<file path="src/rtl/core/bctd_pkg.sv">
// shared types, codes and texel math for the bc texture block decoder
package bctd_pkg;

  localparam int WORD_W     = 64;
  localparam int COORD_W    = 12;
  localparam int CHAN_W     = 8;
  localparam int NUM_W      = 11;
  localparam int MODE_W     = 3;
  localparam int CFG_IDX_W  = 2;
  localparam int CFG_DATA_W = 13;

  // format codes
  localparam logic [MODE_W-1:0] MODE_DXT1  = 3'd0;
  localparam logic [MODE_W-1:0] MODE_DXT3  = 3'd1;
  localparam logic [MODE_W-1:0] MODE_DXT5  = 3'd2;
  localparam logic [MODE_W-1:0] MODE_LATC1 = 3'd3;
  localparam logic [MODE_W-1:0] MODE_LATC2 = 3'd4;

  // register indexes
  localparam logic [CFG_IDX_W-1:0] REG_FORMAT_MODE  = 2'd0;
  localparam logic [CFG_IDX_W-1:0] REG_IMAGE_WIDTH  = 2'd1;
  localparam logic [CFG_IDX_W-1:0] REG_IMAGE_HEIGHT = 2'd2;

  // divisor codes carried between the select and finish stages
  localparam logic [1:0] DIV_ONE   = 2'd0;
  localparam logic [1:0] DIV_THREE = 2'd1;
  localparam logic [1:0] DIV_FIVE  = 2'd2;
  localparam logic [1:0] DIV_SEVEN = 2'd3;

  // reciprocals scaled by 2^14, exact floor for numerators below 2048
  localparam int          RECIP_SHIFT = 14;
  localparam logic [14:0] RECIP_ONE   = 15'd16384;
  localparam logic [14:0] RECIP_THREE = 15'd5462;
  localparam logic [14:0] RECIP_FIVE  = 15'd3277;
  localparam logic [14:0] RECIP_SEVEN = 15'd2341;

  typedef struct packed {
    logic [NUM_W-1:0] num;
    logic [1:0]       div;
  } chan_num_t;

  // one complete block handed from the walker to the emitter
  typedef struct packed {
    logic [MODE_W-1:0]  mode;
    logic [WORD_W-1:0]  first;
    logic [WORD_W-1:0]  second;
    logic [COORD_W-1:0] base_x;
    logic [COORD_W-1:0] base_y;
    logic [1:0]         cw_m1;
    logic [1:0]         ch_m1;
  } blk_t;

  // texel after selection, before the divide
  typedef struct packed {
    logic [COORD_W-1:0] x;
    logic [COORD_W-1:0] y;
    chan_num_t          c0;
    chan_num_t          c1;
    chan_num_t          c2;
    chan_num_t          c3;
    logic               last;
  } texel_pre_t;

  // 8- or 6-value interpolation numerator for texel t
  function automatic chan_num_t interp_num(logic [WORD_W-1:0] w, logic [3:0] t);
    logic [7:0]       a0;
    logic [7:0]       a1;
    logic [2:0]       k;
    logic [NUM_W-1:0] f0;
    logic [NUM_W-1:0] f1;
    chan_num_t        r;
    a0 = w[7:0];
    a1 = w[15:8];
    k  = w[16 + 3 * t +: 3];
    f1 = NUM_W'(k) - NUM_W'(1);
    r.div = DIV_ONE;
    r.num = '0;
    if (k == 3'd0) begin
      r.num = NUM_W'(a0);
    end else if (k == 3'd1) begin
      r.num = NUM_W'(a1);
    end else if (a0 > a1) begin
      f0    = NUM_W'(8) - NUM_W'(k);
      r.num = f0 * NUM_W'(a0) + f1 * NUM_W'(a1);
      r.div = DIV_SEVEN;
    end else if (k == 3'd6) begin
      r.num = '0;
    end else if (k == 3'd7) begin
      r.num = NUM_W'(255);
    end else begin
      f0    = NUM_W'(6) - NUM_W'(k);
      r.num = f0 * NUM_W'(a0) + f1 * NUM_W'(a1);
      r.div = DIV_FIVE;
    end
    return r;
  endfunction

  // colour channel ci (0 red, 1 green, 2 blue) numerator for texel t
  function automatic chan_num_t colour_num(logic [WORD_W-1:0] w, logic [3:0] t,
                                           logic four, logic [1:0] ci);
    logic [15:0]      c0;
    logic [15:0]      c1;
    logic [NUM_W-1:0] e0;
    logic [NUM_W-1:0] e1;
    logic [1:0]       sel;
    logic [NUM_W-1:0] half;
    chan_num_t        r;
    c0  = w[15:0];
    c1  = w[31:16];
    sel = w[32 + 2 * t +: 2];
    case (ci)
      2'd0: begin
        e0 = NUM_W'({c0[15:11], 3'b000});
        e1 = NUM_W'({c1[15:11], 3'b000});
      end
      2'd1: begin
        e0 = NUM_W'({c0[10:5], 2'b00});
        e1 = NUM_W'({c1[10:5], 2'b00});
      end
      default: begin
        e0 = NUM_W'({c0[4:0], 3'b000});
        e1 = NUM_W'({c1[4:0], 3'b000});
      end
    endcase
    half  = (e0 + e1 + NUM_W'(1)) >> 1;
    r.div = DIV_ONE;
    if (sel == 2'd0) begin
      r.num = e0;
    end else if (sel == 2'd1) begin
      r.num = e1;
    end else if (four || (c0 > c1)) begin
      r.div = DIV_THREE;
      if (sel == 2'd2) begin
        r.num = (e0 << 1) + e1 + NUM_W'(1);
      end else begin
        r.num = e0 + (e1 << 1) + NUM_W'(1);
      end
    end else if (sel == 2'd2) begin
      r.num = half;
    end else begin
      r.num = '0;
    end
    return r;
  endfunction

  // divide by the small constant through its scaled reciprocal
  function automatic logic [CHAN_W-1:0] chan_finish(chan_num_t c);
    logic [14:0] recip;
    logic [25:0] p;
    unique case (c.div)
      DIV_ONE:   recip = RECIP_ONE;
      DIV_THREE: recip = RECIP_THREE;
      DIV_FIVE:  recip = RECIP_FIVE;
      default:   recip = RECIP_SEVEN;
    endcase
    p = 26'(c.num) * 26'(recip);
    return p[RECIP_SHIFT +: CHAN_W];
  endfunction

endpackage

</file>
<file path="src/rtl/core/bctd_if.sv">
// channel interfaces: compressed words in, texels out, configuration writes
interface bctd_word_if;
  logic                          valid;
  logic                          ready;
  logic [bctd_pkg::WORD_W-1:0]   block_word;
  modport source (output valid, output block_word, input ready);
  modport sink (input valid, input block_word, output ready);
endinterface

interface bctd_texel_if;
  logic                          valid;
  logic                          ready;
  logic [bctd_pkg::COORD_W-1:0]  texel_x;
  logic [bctd_pkg::COORD_W-1:0]  texel_y;
  logic [bctd_pkg::CHAN_W-1:0]   chan_red_or_lum;
  logic [bctd_pkg::CHAN_W-1:0]   chan_green_or_second;
  logic [bctd_pkg::CHAN_W-1:0]   chan_blue;
  logic [bctd_pkg::CHAN_W-1:0]   chan_alpha;
  logic                          block_last;
  modport source (output valid, output texel_x, output texel_y, output chan_red_or_lum,
                  output chan_green_or_second, output chan_blue, output chan_alpha,
                  output block_last, input ready);
  modport sink (input valid, input texel_x, input texel_y, input chan_red_or_lum,
                input chan_green_or_second, input chan_blue, input chan_alpha,
                input block_last, output ready);
endinterface

interface bctd_cfg_if;
  logic                            valid;
  logic                            ready;
  logic [bctd_pkg::CFG_IDX_W-1:0]  index;
  logic [bctd_pkg::CFG_DATA_W-1:0] data;
  modport source (output valid, output index, output data, input ready);
  modport sink (input valid, input index, input data, output ready);
endinterface

</file>
<file path="src/rtl/core/bctd_walker.sv">
// configuration registers, two-word assembly and raster block walk
module bctd_walker #(
  parameter int MAX_IMAGE_DIM = 4096
) (
  input  logic                clk,
  input  logic                rst,
  bctd_cfg_if.sink            cfg,
  bctd_word_if.sink           words,
  output logic                blk_valid,
  input  logic                blk_ready,
  output bctd_pkg::blk_t      blk
);

  localparam int DIM_W = $clog2(MAX_IMAGE_DIM + 1);
  localparam int BLK_W = DIM_W - 2;
  localparam int CMP_W = (DIM_W > bctd_pkg::CFG_DATA_W) ? DIM_W : bctd_pkg::CFG_DATA_W;
  localparam int XW    = (DIM_W > bctd_pkg::COORD_W) ? DIM_W : bctd_pkg::COORD_W;

  logic [bctd_pkg::MODE_W-1:0] mode;
  logic [DIM_W-1:0]            w_dim;
  logic [DIM_W-1:0]            h_dim;
  logic [bctd_pkg::WORD_W-1:0] held_word;
  logic                        phase;
  logic [BLK_W-1:0]            col;
  logic [BLK_W-1:0]            row;

  logic                        cfg_wr;
  logic [CMP_W-1:0]            dv;
  logic [DIM_W-1:0]            dim_clamped;
  logic                        two_word;
  logic                        mode_ok;
  logic                        complete;
  logic                        accept;
  logic [DIM_W-1:0]            x0;
  logic [DIM_W-1:0]            y0;
  logic [DIM_W-1:0]            rem_x;
  logic [DIM_W-1:0]            rem_y;
  logic                        last_col;
  logic                        last_row;
  logic [XW-1:0]               x0_ext;
  logic [XW-1:0]               y0_ext;

  // configuration side never stalls
  assign cfg.ready = 1'b1;
  assign cfg_wr    = cfg.valid;

  // clamp a written dimension into 1..MAX_IMAGE_DIM
  always_comb begin
    dv = CMP_W'(cfg.data);
    if (dv == '0) begin
      dim_clamped = DIM_W'(1);
    end else if (dv > CMP_W'(MAX_IMAGE_DIM)) begin
      dim_clamped = DIM_W'(MAX_IMAGE_DIM);
    end else begin
      dim_clamped = DIM_W'(dv);
    end
  end

  // block completion and input handshake
  assign two_word = (mode == bctd_pkg::MODE_DXT3) || (mode == bctd_pkg::MODE_DXT5) ||
                    (mode == bctd_pkg::MODE_LATC2);
  assign mode_ok  = (mode <= bctd_pkg::MODE_LATC2);
  assign complete = mode_ok && (!two_word || phase);
  assign words.ready = !complete || blk_ready;
  assign accept   = words.valid && words.ready;
  assign blk_valid = words.valid && complete;

  // block origin and clipped extent
  assign x0       = {col, 2'b00};
  assign y0       = {row, 2'b00};
  assign rem_x    = w_dim - x0;
  assign rem_y    = h_dim - y0;
  assign last_col = (rem_x <= DIM_W'(4));
  assign last_row = (rem_y <= DIM_W'(4));
  assign x0_ext   = XW'(x0);
  assign y0_ext   = XW'(y0);

  always_comb begin
    blk.mode   = mode;
    blk.first  = two_word ? held_word : words.block_word;
    blk.second = words.block_word;
    blk.base_x = x0_ext[bctd_pkg::COORD_W-1:0];
    blk.base_y = y0_ext[bctd_pkg::COORD_W-1:0];
    blk.cw_m1  = last_col ? (rem_x[1:0] - 2'd1) : 2'd3;
    blk.ch_m1  = last_row ? (rem_y[1:0] - 2'd1) : 2'd3;
  end

  // register writes
  always_ff @(posedge clk) begin
    if (rst) begin
      mode  <= bctd_pkg::MODE_DXT1;
      w_dim <= DIM_W'(4);
      h_dim <= DIM_W'(4);
    end else if (cfg_wr) begin
      unique case (cfg.index)
        bctd_pkg::REG_FORMAT_MODE:  mode  <= cfg.data[bctd_pkg::MODE_W-1:0];
        bctd_pkg::REG_IMAGE_WIDTH:  w_dim <= dim_clamped;
        bctd_pkg::REG_IMAGE_HEIGHT: h_dim <= dim_clamped;
        default: ;
      endcase
    end
  end

  // held first word
  always_ff @(posedge clk) begin
    if (accept && two_word && !phase) begin
      held_word <= words.block_word;
    end
  end

  // word phase and block position
  always_ff @(posedge clk) begin
    if (rst) begin
      phase <= 1'b0;
      col   <= '0;
      row   <= '0;
    end else if (cfg_wr && (cfg.index == bctd_pkg::REG_FORMAT_MODE ||
                            cfg.index == bctd_pkg::REG_IMAGE_WIDTH ||
                            cfg.index == bctd_pkg::REG_IMAGE_HEIGHT)) begin
      phase <= 1'b0;
      col   <= '0;
      row   <= '0;
    end else if (accept && mode_ok) begin
      if (two_word && !phase) begin
        phase <= 1'b1;
      end else begin
        phase <= 1'b0;
        if (last_col) begin
          col <= '0;
          row <= last_row ? '0 : row + BLK_W'(1);
        end else begin
          col <= col + BLK_W'(1);
        end
      end
    end
  end

  // walk stays inside the image
  assert property (@(posedge clk) disable iff (rst) (x0 < w_dim) && (y0 < h_dim))
    else $error("block origin outside image");

  // second-word phase only exists in a two-word format
  assert property (@(posedge clk) disable iff (rst) phase |-> two_word)
    else $error("word phase set in single-word format");

  // a first word moves the phase on
  assert property (@(posedge clk) disable iff (rst)
                   accept && two_word && !phase && !cfg_wr |=> phase)
    else $error("first word did not advance phase");

endmodule

</file>
<file path="src/rtl/core/bctd_emitter.sv">
// block register, texel counter, texel decode and output register
module bctd_emitter (
  input  logic                clk,
  input  logic                rst,
  input  logic                blk_valid,
  output logic                blk_ready,
  input  bctd_pkg::blk_t      blk_in,
  bctd_texel_if.source        texels
);

  bctd_pkg::blk_t      blk;
  logic                blk_vld;
  logic [1:0]          tx;
  logic [1:0]          ty;
  bctd_pkg::texel_pre_t pre;
  bctd_pkg::texel_pre_t pre_next;
  logic                pre_vld;
  logic                out_vld;

  logic                out_load;
  logic                pre_load;
  logic                texel_last;
  logic                blk_load;
  logic [3:0]          t;
  bctd_pkg::chan_num_t zero_num;
  bctd_pkg::chan_num_t full_num;

  // pipeline moves
  assign out_load   = pre_vld && (!out_vld || texels.ready);
  assign pre_load   = blk_vld && (!pre_vld || out_load);
  assign texel_last = (tx == blk.cw_m1) && (ty == blk.ch_m1);
  assign blk_ready  = !blk_vld || (pre_load && texel_last);
  assign blk_load   = blk_valid && blk_ready;
  assign t          = {ty, tx};

  assign zero_num = '{num: '0, div: bctd_pkg::DIV_ONE};
  assign full_num = '{num: bctd_pkg::NUM_W'(255), div: bctd_pkg::DIV_ONE};

  // texel select: numerators and divisor per channel
  always_comb begin
    pre_next.x    = blk.base_x + bctd_pkg::COORD_W'(tx);
    pre_next.y    = blk.base_y + bctd_pkg::COORD_W'(ty);
    pre_next.last = texel_last;
    pre_next.c0   = zero_num;
    pre_next.c1   = zero_num;
    pre_next.c2   = zero_num;
    pre_next.c3   = zero_num;
    unique case (blk.mode)
      bctd_pkg::MODE_DXT1: begin
        pre_next.c0 = bctd_pkg::colour_num(blk.first, t, 1'b0, 2'd0);
        pre_next.c1 = bctd_pkg::colour_num(blk.first, t, 1'b0, 2'd1);
        pre_next.c2 = bctd_pkg::colour_num(blk.first, t, 1'b0, 2'd2);
        pre_next.c3 = full_num;
      end
      bctd_pkg::MODE_DXT3: begin
        pre_next.c0 = bctd_pkg::colour_num(blk.second, t, 1'b1, 2'd0);
        pre_next.c1 = bctd_pkg::colour_num(blk.second, t, 1'b1, 2'd1);
        pre_next.c2 = bctd_pkg::colour_num(blk.second, t, 1'b1, 2'd2);
        // times 17 is the nibble repeated
        pre_next.c3.num = bctd_pkg::NUM_W'({blk.first[4 * t +: 4], blk.first[4 * t +: 4]});
      end
      bctd_pkg::MODE_DXT5: begin
        pre_next.c0 = bctd_pkg::colour_num(blk.second, t, 1'b1, 2'd0);
        pre_next.c1 = bctd_pkg::colour_num(blk.second, t, 1'b1, 2'd1);
        pre_next.c2 = bctd_pkg::colour_num(blk.second, t, 1'b1, 2'd2);
        pre_next.c3 = bctd_pkg::interp_num(blk.first, t);
      end
      bctd_pkg::MODE_LATC1: begin
        pre_next.c0 = bctd_pkg::interp_num(blk.first, t);
      end
      bctd_pkg::MODE_LATC2: begin
        pre_next.c0 = bctd_pkg::interp_num(blk.second, t);
        pre_next.c1 = bctd_pkg::interp_num(blk.first, t);
      end
      default: ;
    endcase
  end

  // block register
  always_ff @(posedge clk) begin
    if (blk_load) begin
      blk <= blk_in;
    end
  end

  // block valid and texel counter
  always_ff @(posedge clk) begin
    if (rst) begin
      blk_vld <= 1'b0;
      tx      <= '0;
      ty      <= '0;
    end else if (blk_load) begin
      blk_vld <= 1'b1;
      tx      <= '0;
      ty      <= '0;
    end else if (pre_load) begin
      if (texel_last) begin
        blk_vld <= 1'b0;
      end
      if (tx == blk.cw_m1) begin
        tx <= '0;
        ty <= ty + 2'd1;
      end else begin
        tx <= tx + 2'd1;
      end
    end
  end

  // select stage register
  always_ff @(posedge clk) begin
    if (pre_load) begin
      pre <= pre_next;
    end
  end

  always_ff @(posedge clk) begin
    if (rst) begin
      pre_vld <= 1'b0;
    end else if (pre_load) begin
      pre_vld <= 1'b1;
    end else if (out_load) begin
      pre_vld <= 1'b0;
    end
  end

  // output register with the divide
  always_ff @(posedge clk) begin
    if (out_load) begin
      texels.texel_x              <= pre.x;
      texels.texel_y              <= pre.y;
      texels.chan_red_or_lum      <= bctd_pkg::chan_finish(pre.c0);
      texels.chan_green_or_second <= bctd_pkg::chan_finish(pre.c1);
      texels.chan_blue            <= bctd_pkg::chan_finish(pre.c2);
      texels.chan_alpha           <= bctd_pkg::chan_finish(pre.c3);
      texels.block_last           <= pre.last;
    end
  end

  always_ff @(posedge clk) begin
    if (rst) begin
      out_vld <= 1'b0;
    end else if (out_load) begin
      out_vld <= 1'b1;
    end else if (texels.ready) begin
      out_vld <= 1'b0;
    end
  end

  assign texels.valid = out_vld;

  // a new block starts at its first texel
  assert property (@(posedge clk) disable iff (rst)
                   blk_load |=> blk_vld && (tx == 2'd0) && (ty == 2'd0))
    else $error("block did not start at first texel");

  // counter stays inside the clipped block
  assert property (@(posedge clk) disable iff (rst)
                   blk_vld |-> (tx <= blk.cw_m1) && (ty <= blk.ch_m1))
    else $error("texel counter outside block");

  // select stage holds while the output is stalled
  assert property (@(posedge clk) disable iff (rst)
                   pre_vld && out_vld && !texels.ready |=> pre_vld && $stable(pre))
    else $error("select stage lost a texel under stall");

endmodule

</file>
<file path="src/rtl/core/bc_texture_block_decoder_core.sv">
// top level of the bc texture block decoder
//
//  channel   dir  handshake     beat payload
//  cfg       in   valid/ready   index (2), data (13)
//  blocks    in   valid/ready   block_word (64)
//  texels    out  valid/ready   texel_x, texel_y, four channels, block_last
//
// one texel leaves per cycle unless the texel receiver stalls or no block waits; a
// full 4x4 block gives 16 texels, a clipped block only the texels kept. the texel
// counter in the emitter sets this. a word that completes a block waits until the
// emitter takes the block; first words of two-word formats are taken at once. the
// completing word passes the block, select and output registers before its first
// texel. reset is synchronous and restores format 0 and a 4x4 image; cfg is always ready.
module bc_texture_block_decoder_core #(
  parameter int MAX_IMAGE_DIM = 4096
) (
  input  logic          clk,
  input  logic          rst,
  bctd_cfg_if.sink      cfg,
  bctd_word_if.sink     blocks,
  bctd_texel_if.source  texels
);

  logic           blk_valid;
  logic           blk_ready;
  bctd_pkg::blk_t blk;

  // word assembly and block walk
  bctd_walker #(
    .MAX_IMAGE_DIM(MAX_IMAGE_DIM)
  ) u_walker (
    .clk       (clk),
    .rst       (rst),
    .cfg       (cfg),
    .words     (blocks),
    .blk_valid (blk_valid),
    .blk_ready (blk_ready),
    .blk       (blk)
  );

  // texel decode and output
  bctd_emitter u_emitter (
    .clk       (clk),
    .rst       (rst),
    .blk_valid (blk_valid),
    .blk_ready (blk_ready),
    .blk_in    (blk),
    .texels    (texels)
  );

endmodule

</file>
<file path="src/flat_wrapper.sv">
// flat-port wrapper written by rule: the top's interface ports become plain ports
module bc_texture_block_decoder_core_flat 
#(
  parameter int MAX_IMAGE_DIM = 4096
)
  (clk, rst, cfg_valid, cfg_index, cfg_data, cfg_ready, blocks_valid, blocks_block_word, blocks_ready, texels_valid, texels_texel_x, texels_texel_y, texels_chan_red_or_lum, texels_chan_green_or_second, texels_chan_blue, texels_chan_alpha, texels_block_last, texels_ready);
  bctd_cfg_if cfg_i ();
  bctd_word_if blocks_i ();
  bctd_texel_if texels_i ();
  input  logic clk;
  input  logic rst;
  input wire logic [$bits(cfg_i.valid)-1:0] cfg_valid;
  input wire logic [$bits(cfg_i.index)-1:0] cfg_index;
  input wire logic [$bits(cfg_i.data)-1:0] cfg_data;
  output wire logic [$bits(cfg_i.ready)-1:0] cfg_ready;
  input wire logic [$bits(blocks_i.valid)-1:0] blocks_valid;
  input wire logic [$bits(blocks_i.block_word)-1:0] blocks_block_word;
  output wire logic [$bits(blocks_i.ready)-1:0] blocks_ready;
  output wire logic [$bits(texels_i.valid)-1:0] texels_valid;
  output wire logic [$bits(texels_i.texel_x)-1:0] texels_texel_x;
  output wire logic [$bits(texels_i.texel_y)-1:0] texels_texel_y;
  output wire logic [$bits(texels_i.chan_red_or_lum)-1:0] texels_chan_red_or_lum;
  output wire logic [$bits(texels_i.chan_green_or_second)-1:0] texels_chan_green_or_second;
  output wire logic [$bits(texels_i.chan_blue)-1:0] texels_chan_blue;
  output wire logic [$bits(texels_i.chan_alpha)-1:0] texels_chan_alpha;
  output wire logic [$bits(texels_i.block_last)-1:0] texels_block_last;
  input wire logic [$bits(texels_i.ready)-1:0] texels_ready;
  assign cfg_i.valid = cfg_valid;
  assign cfg_i.index = cfg_index;
  assign cfg_i.data = cfg_data;
  assign cfg_ready = cfg_i.ready;
  assign blocks_i.valid = blocks_valid;
  assign blocks_i.block_word = blocks_block_word;
  assign blocks_ready = blocks_i.ready;
  assign texels_valid = texels_i.valid;
  assign texels_texel_x = texels_i.texel_x;
  assign texels_texel_y = texels_i.texel_y;
  assign texels_chan_red_or_lum = texels_i.chan_red_or_lum;
  assign texels_chan_green_or_second = texels_i.chan_green_or_second;
  assign texels_chan_blue = texels_i.chan_blue;
  assign texels_chan_alpha = texels_i.chan_alpha;
  assign texels_block_last = texels_i.block_last;
  assign texels_i.ready = texels_ready;
  bc_texture_block_decoder_core #(.MAX_IMAGE_DIM(MAX_IMAGE_DIM)) u_core (.clk(clk), .rst(rst), .cfg(cfg_i), .blocks(blocks_i), .texels(texels_i));
endmodule
</file>
<file path="config.mk">
export PLATFORM = sky130hd
export DESIGN_NAME = bc_texture_block_decoder_core_flat
export DESIGN_NICKNAME = d
export VERILOG_FILES = /design/src/rtl/core/bctd_pkg.sv /design/src/rtl/core/bctd_if.sv /design/src/rtl/core/bctd_walker.sv /design/src/rtl/core/bctd_emitter.sv /design/src/rtl/core/bc_texture_block_decoder_core.sv /design/src/flat_wrapper.sv
export SDC_FILE = /design/constraint.sdc
export NUM_CORES = 2
export LEC_CHECK = 0
export BUFFER_PORTS_ARGS = -buffer_cell sky130_fd_sc_hd__buf_2
export CAP_MARGIN = 0
export CELL_PAD_IN_SITES_DETAIL_PLACEMENT = 1
export CELL_PAD_IN_SITES_GLOBAL_PLACEMENT = 1
export CORE_MARGIN = 8
export CORE_UTILIZATION = 55
export DETAILED_ROUTE_END_ITERATION = 10
export GPL_ROUTABILITY_DRIVEN = 0
export GPL_TIMING_DRIVEN = 0
export PLACE_DENSITY = 0.88
export SLEW_MARGIN = 0
export SYNTH_ARGS = -nofsm -noshare
export SYNTH_HDL_FRONTEND = slang
export SYNTH_SLANG_ARGS = --single-unit
</file>
<file path="constraint.sdc">
create_clock -name clk -period 22.8 [get_ports clk]
set_input_delay 4.56 -clock clk [delete_from_list [all_inputs] [get_ports clk]]
set_output_delay 4.56 -clock clk [all_outputs]
set_load 0.02 [all_outputs]
</file>
==> metrics.txt <==
Via density=6.20; Max Slew Vio Count=0; Distinct cells, synth=79; capture point of the worst path=u_core.u_emitter.pre[50]$_DFFE_PP_; DR iter-0 viols=2784; Multi-input gate area=0.0273 mm^2; Yosys warning total=0; Final #Nets=5161; VDD IR max=0.000125 V; Primary FF master, synth=edfxtp_1; CTS H-tree depth=2; DIE WIDTH=292 um; Final HPWL DP=107 mm; Setup-failing EPs final=0; Placed Area=0.0442 mm^2; final instance area=0.0458 mm^2; drt total wl=140 mm; CTS tree=yes; GRT Overall Usage=32.2%; Post-Synthesis Cells=3927; Post-CTS Setup Bufs=0; Hold Crit Class=reg -> reg; Core Region=0.0758 mm^2; post-CTS sizing=0; final period utilization=51.4%; measured slew at the worst slew-check pin=1.23 ns; Clock Tree Buf Depth=3; Max Cap Violations=0; Antenna Nets Post-Route=0; Post-CTS Hold Buffers=0; drt drc=0; layout overhead on the synthesized area=9.02%; Vias=32000; CP arrival=12.00 ns; Setup Skew=0.0220 ns; RR Startpoint=u_core.u_emitter.tx[1]$_SDFFE_PP0P_; commonest non-fill, non-tap cell in the layout=inv_1; Mapped Area=0.0420 mm^2; largest net degree at the start of global routing=45; global-route wire length before repair=213 mm; Mapped Avg Cell Area=10.7 um^2; GRT overflow=0; Root Buffer=clkbuf_16; Required @ worst endpoint=23.08 ns; CTS sink count=408; sequential cell area=0.0117 mm^2; synthesized flop and latch total=408; CP Launch Type=flop; R2R Path End=u_core.u_emitter.pre[50]$_DFFE_PP_; # rows=101; vias in the first global route=36000; crit-path max cell delay=0.96 ns; Critical Path Slowest Stage Cell=o21ai_0; Clock transition at path regs=0.07 ns; initial antenna violation count=6; status=finished clean; Slew Limit Headroom=15.9%; f_max=85.3 MHz; Worst-Skew Late Latency=0.62 ns; Crit Path Class=reg -> reg; routed length per instance=27.2 um; share of post-route cells with drive strength above 1=10.5%; R2R depth=35; Setup crit start=u_core.u_emitter.tx[1]$_SDFFE_PP0P_; Synth async-reset ratio=0%; Leak Pwr=20.9 nW; # IOs=144; Most common cell on crit path=fa_1; FILL cells=8125; unrepaired setup endpoints after global routing=false; Die H=292 um; Seq/Total Area, Yosys=27.8%; final-report hold violation count=0; minimum clock period=11.72 ns; worst-path maximum fanout=11; Die Footprint=0.0855 mm^2; Post-synth EDFFs=349; cts bufs inserted=47; most frequent cells in the layout=inv_1 (694), ha_1 (511), fa_1 (432); Pwr per Cell Area=131 mW/mm^2; final setup TNS=0 ns; Starting Density=55.4%; Port Buffers=141; flop2flop setup slack=11.08 ns; drt pass-1 iters=5; crit end category=flop
-- metal layers --
metal	vias up	global-route usage, %	wire, um
met1	16100	38.6	51900
met4	0	18.6	8980
met2	1732	54.4	67800
met5	-	0	0
li1	13500	-	-
met3	554	5.91	11400
-- through the flow --
stage | power, mW | worst slack, ns | std cells | utilization, % | hold slack [ns]
after floorplan | 3.82 | 12.38 | 3931 | - | 0.400
after global routing | 6.46 | 10.92 | 5154 | 60.4 | 0.419
after CTS | 5.97 | 11.36 | 5150 | 60.4 | 0.413
after global placement | 4.75 | 10.06 | 5050 | 58.0 | 0.400
final | 6.02 | 11.08 | 5154 | 60.4 | 0.412
after detailed placement | 5.07 | 11.65 | 5063 | 58.3 | 0.405
-- cell type report --
cell class / count / share of cell area, %
inverter: 697 / 5.72
clock inverter: 25 / 0.650
timing repair buffer: 154 / 2.00
clock buffer: 62 / 2.85
sequential: 408 / 25.5
buffer: 108 / 1.02
tap: 978 / 2.67
multi-input combinational: 2718 / 59.6
antenna: 4 / 0.0219
-- state kept, by name (all words and copies together) (netlist names), 2 cells and up --
register,flops
u_core.u_emitter.tx,2
u_core.u_walker.w_dim,13
u_core.u_emitter.texels.chan_red_or_lum,8
u_core.u_emitter.texels.chan_alpha,8
u_core.u_walker.row,11
u_core.u_emitter.blk,155
u_core.u_walker.mode,3
u_core.u_emitter.texels.chan_green_or_second,8
u_core.u_walker.held_word,64
u_core.u_walker.col,11
u_core.u_emitter.texels.texel_x,12
u_core.u_emitter.texels.chan_blue,8
u_core.u_walker.h_dim,13
u_core.u_emitter.ty,2
u_core.u_emitter.texels.texel_y,12
u_core.u_emitter.pre,73
-- report_power, final --
group | total, mW | internal (mW) | switching, mW
Sequential | 1.04 | 0.957 | 0.0856
Clock | 0.807 | 0.463 | 0.343
Combinational | 4.17 | 1.68 | 2.49
Total | 6.02 | 3.10 | 2.92
-- how the worst min path moves through the flow --
stage,start,to,slack (ns),cells past startpoint
floorplan,u_core.u_emitter.blk[6]$_DFFE_PP_,u_core.u_emitter.pre[55]$_DFFE_PP_,0.40,0
global placement,u_core.u_emitter.pre[58]$_DFFE_PP_,u_core.u_emitter.texels.texel_y[5]$_DFFE_PP_,0.40,0
detailed placement,u_core.u_emitter.pre[67]$_DFFE_PP_,u_core.u_emitter.texels.texel_x[2]$_DFFE_PP_,0.41,0
CTS,u_core.u_emitter.pre[54]$_DFFE_PP_,u_core.u_emitter.texels.texel_y[1]$_DFFE_PP_,0.41,0
global route,u_core.u_emitter.pre[74]$_DFFE_PP_,u_core.u_emitter.texels.texel_x[9]$_DFFE_PP_,0.42,0
finish,u_core.u_emitter.pre[74]$_DFFE_PP_,u_core.u_emitter.texels.texel_x[9]$_DFFE_PP_,0.41,0
-- synthesized netlist by cell type (25+ instances only) --
cell type	number	share of area, %
dfxtp_1	59	2.8
nor2_1	186	1.7
clkbuf_1	84	0.75
nand3_1	25	0.30
ha_1	511	15
nor3_1	38	0.45
a21oi_1	170	2.0
inv_1	695	6.2
edfxtp_1	349	25
nor2b_1	81	1.2
mux4_2	76	4.1
and2_1	180	2.7
nand2_1	248	2.2
xor2_1	59	1.2
fa_1	432	21
xnor2_1	128	2.7
o21ai_0	95	1.1
a21o_1	53	0.95
mux2_2	69	1.9
nand2b_1	48	0.72
o211ai_1	25	0.45
or2_2	32	0.48
-- critical path, delay by kind of cell, from the launching register on --
kind | cells | cell delay (ns)
adders and majority gates | 10 | 4.42
buffers and inverters | 12 | 2.73
AOI/OAI and AO/OA | 7 | 2.52
and+or+nand+nor | 4 | 0.80
DFF | 1 | 0.50
xor gates and xnor gates | 2 | 0.37
-- logic make-up (layout without fill, tap and decap cells) --
group / count (synthesis) / after routing / share of synthesized area [%]
adder cells (fa/ha/maj): 943 / 943 / 35.8
AND/OR/NAND/NOR: 909 / 909 / 10.9
buffers and inverters: 805 / 1046 / 7.34
flip-flops: 408 / 408 / 27.8
XOR/XNOR: 191 / 191 / 4.11
multiplexers: 162 / 162 / 6.37
other: 2 / 10 / 0.0179
AO/OA/AOI/OAI: 507 / 507 / 7.67
Power figures use the tool's default switching activity.
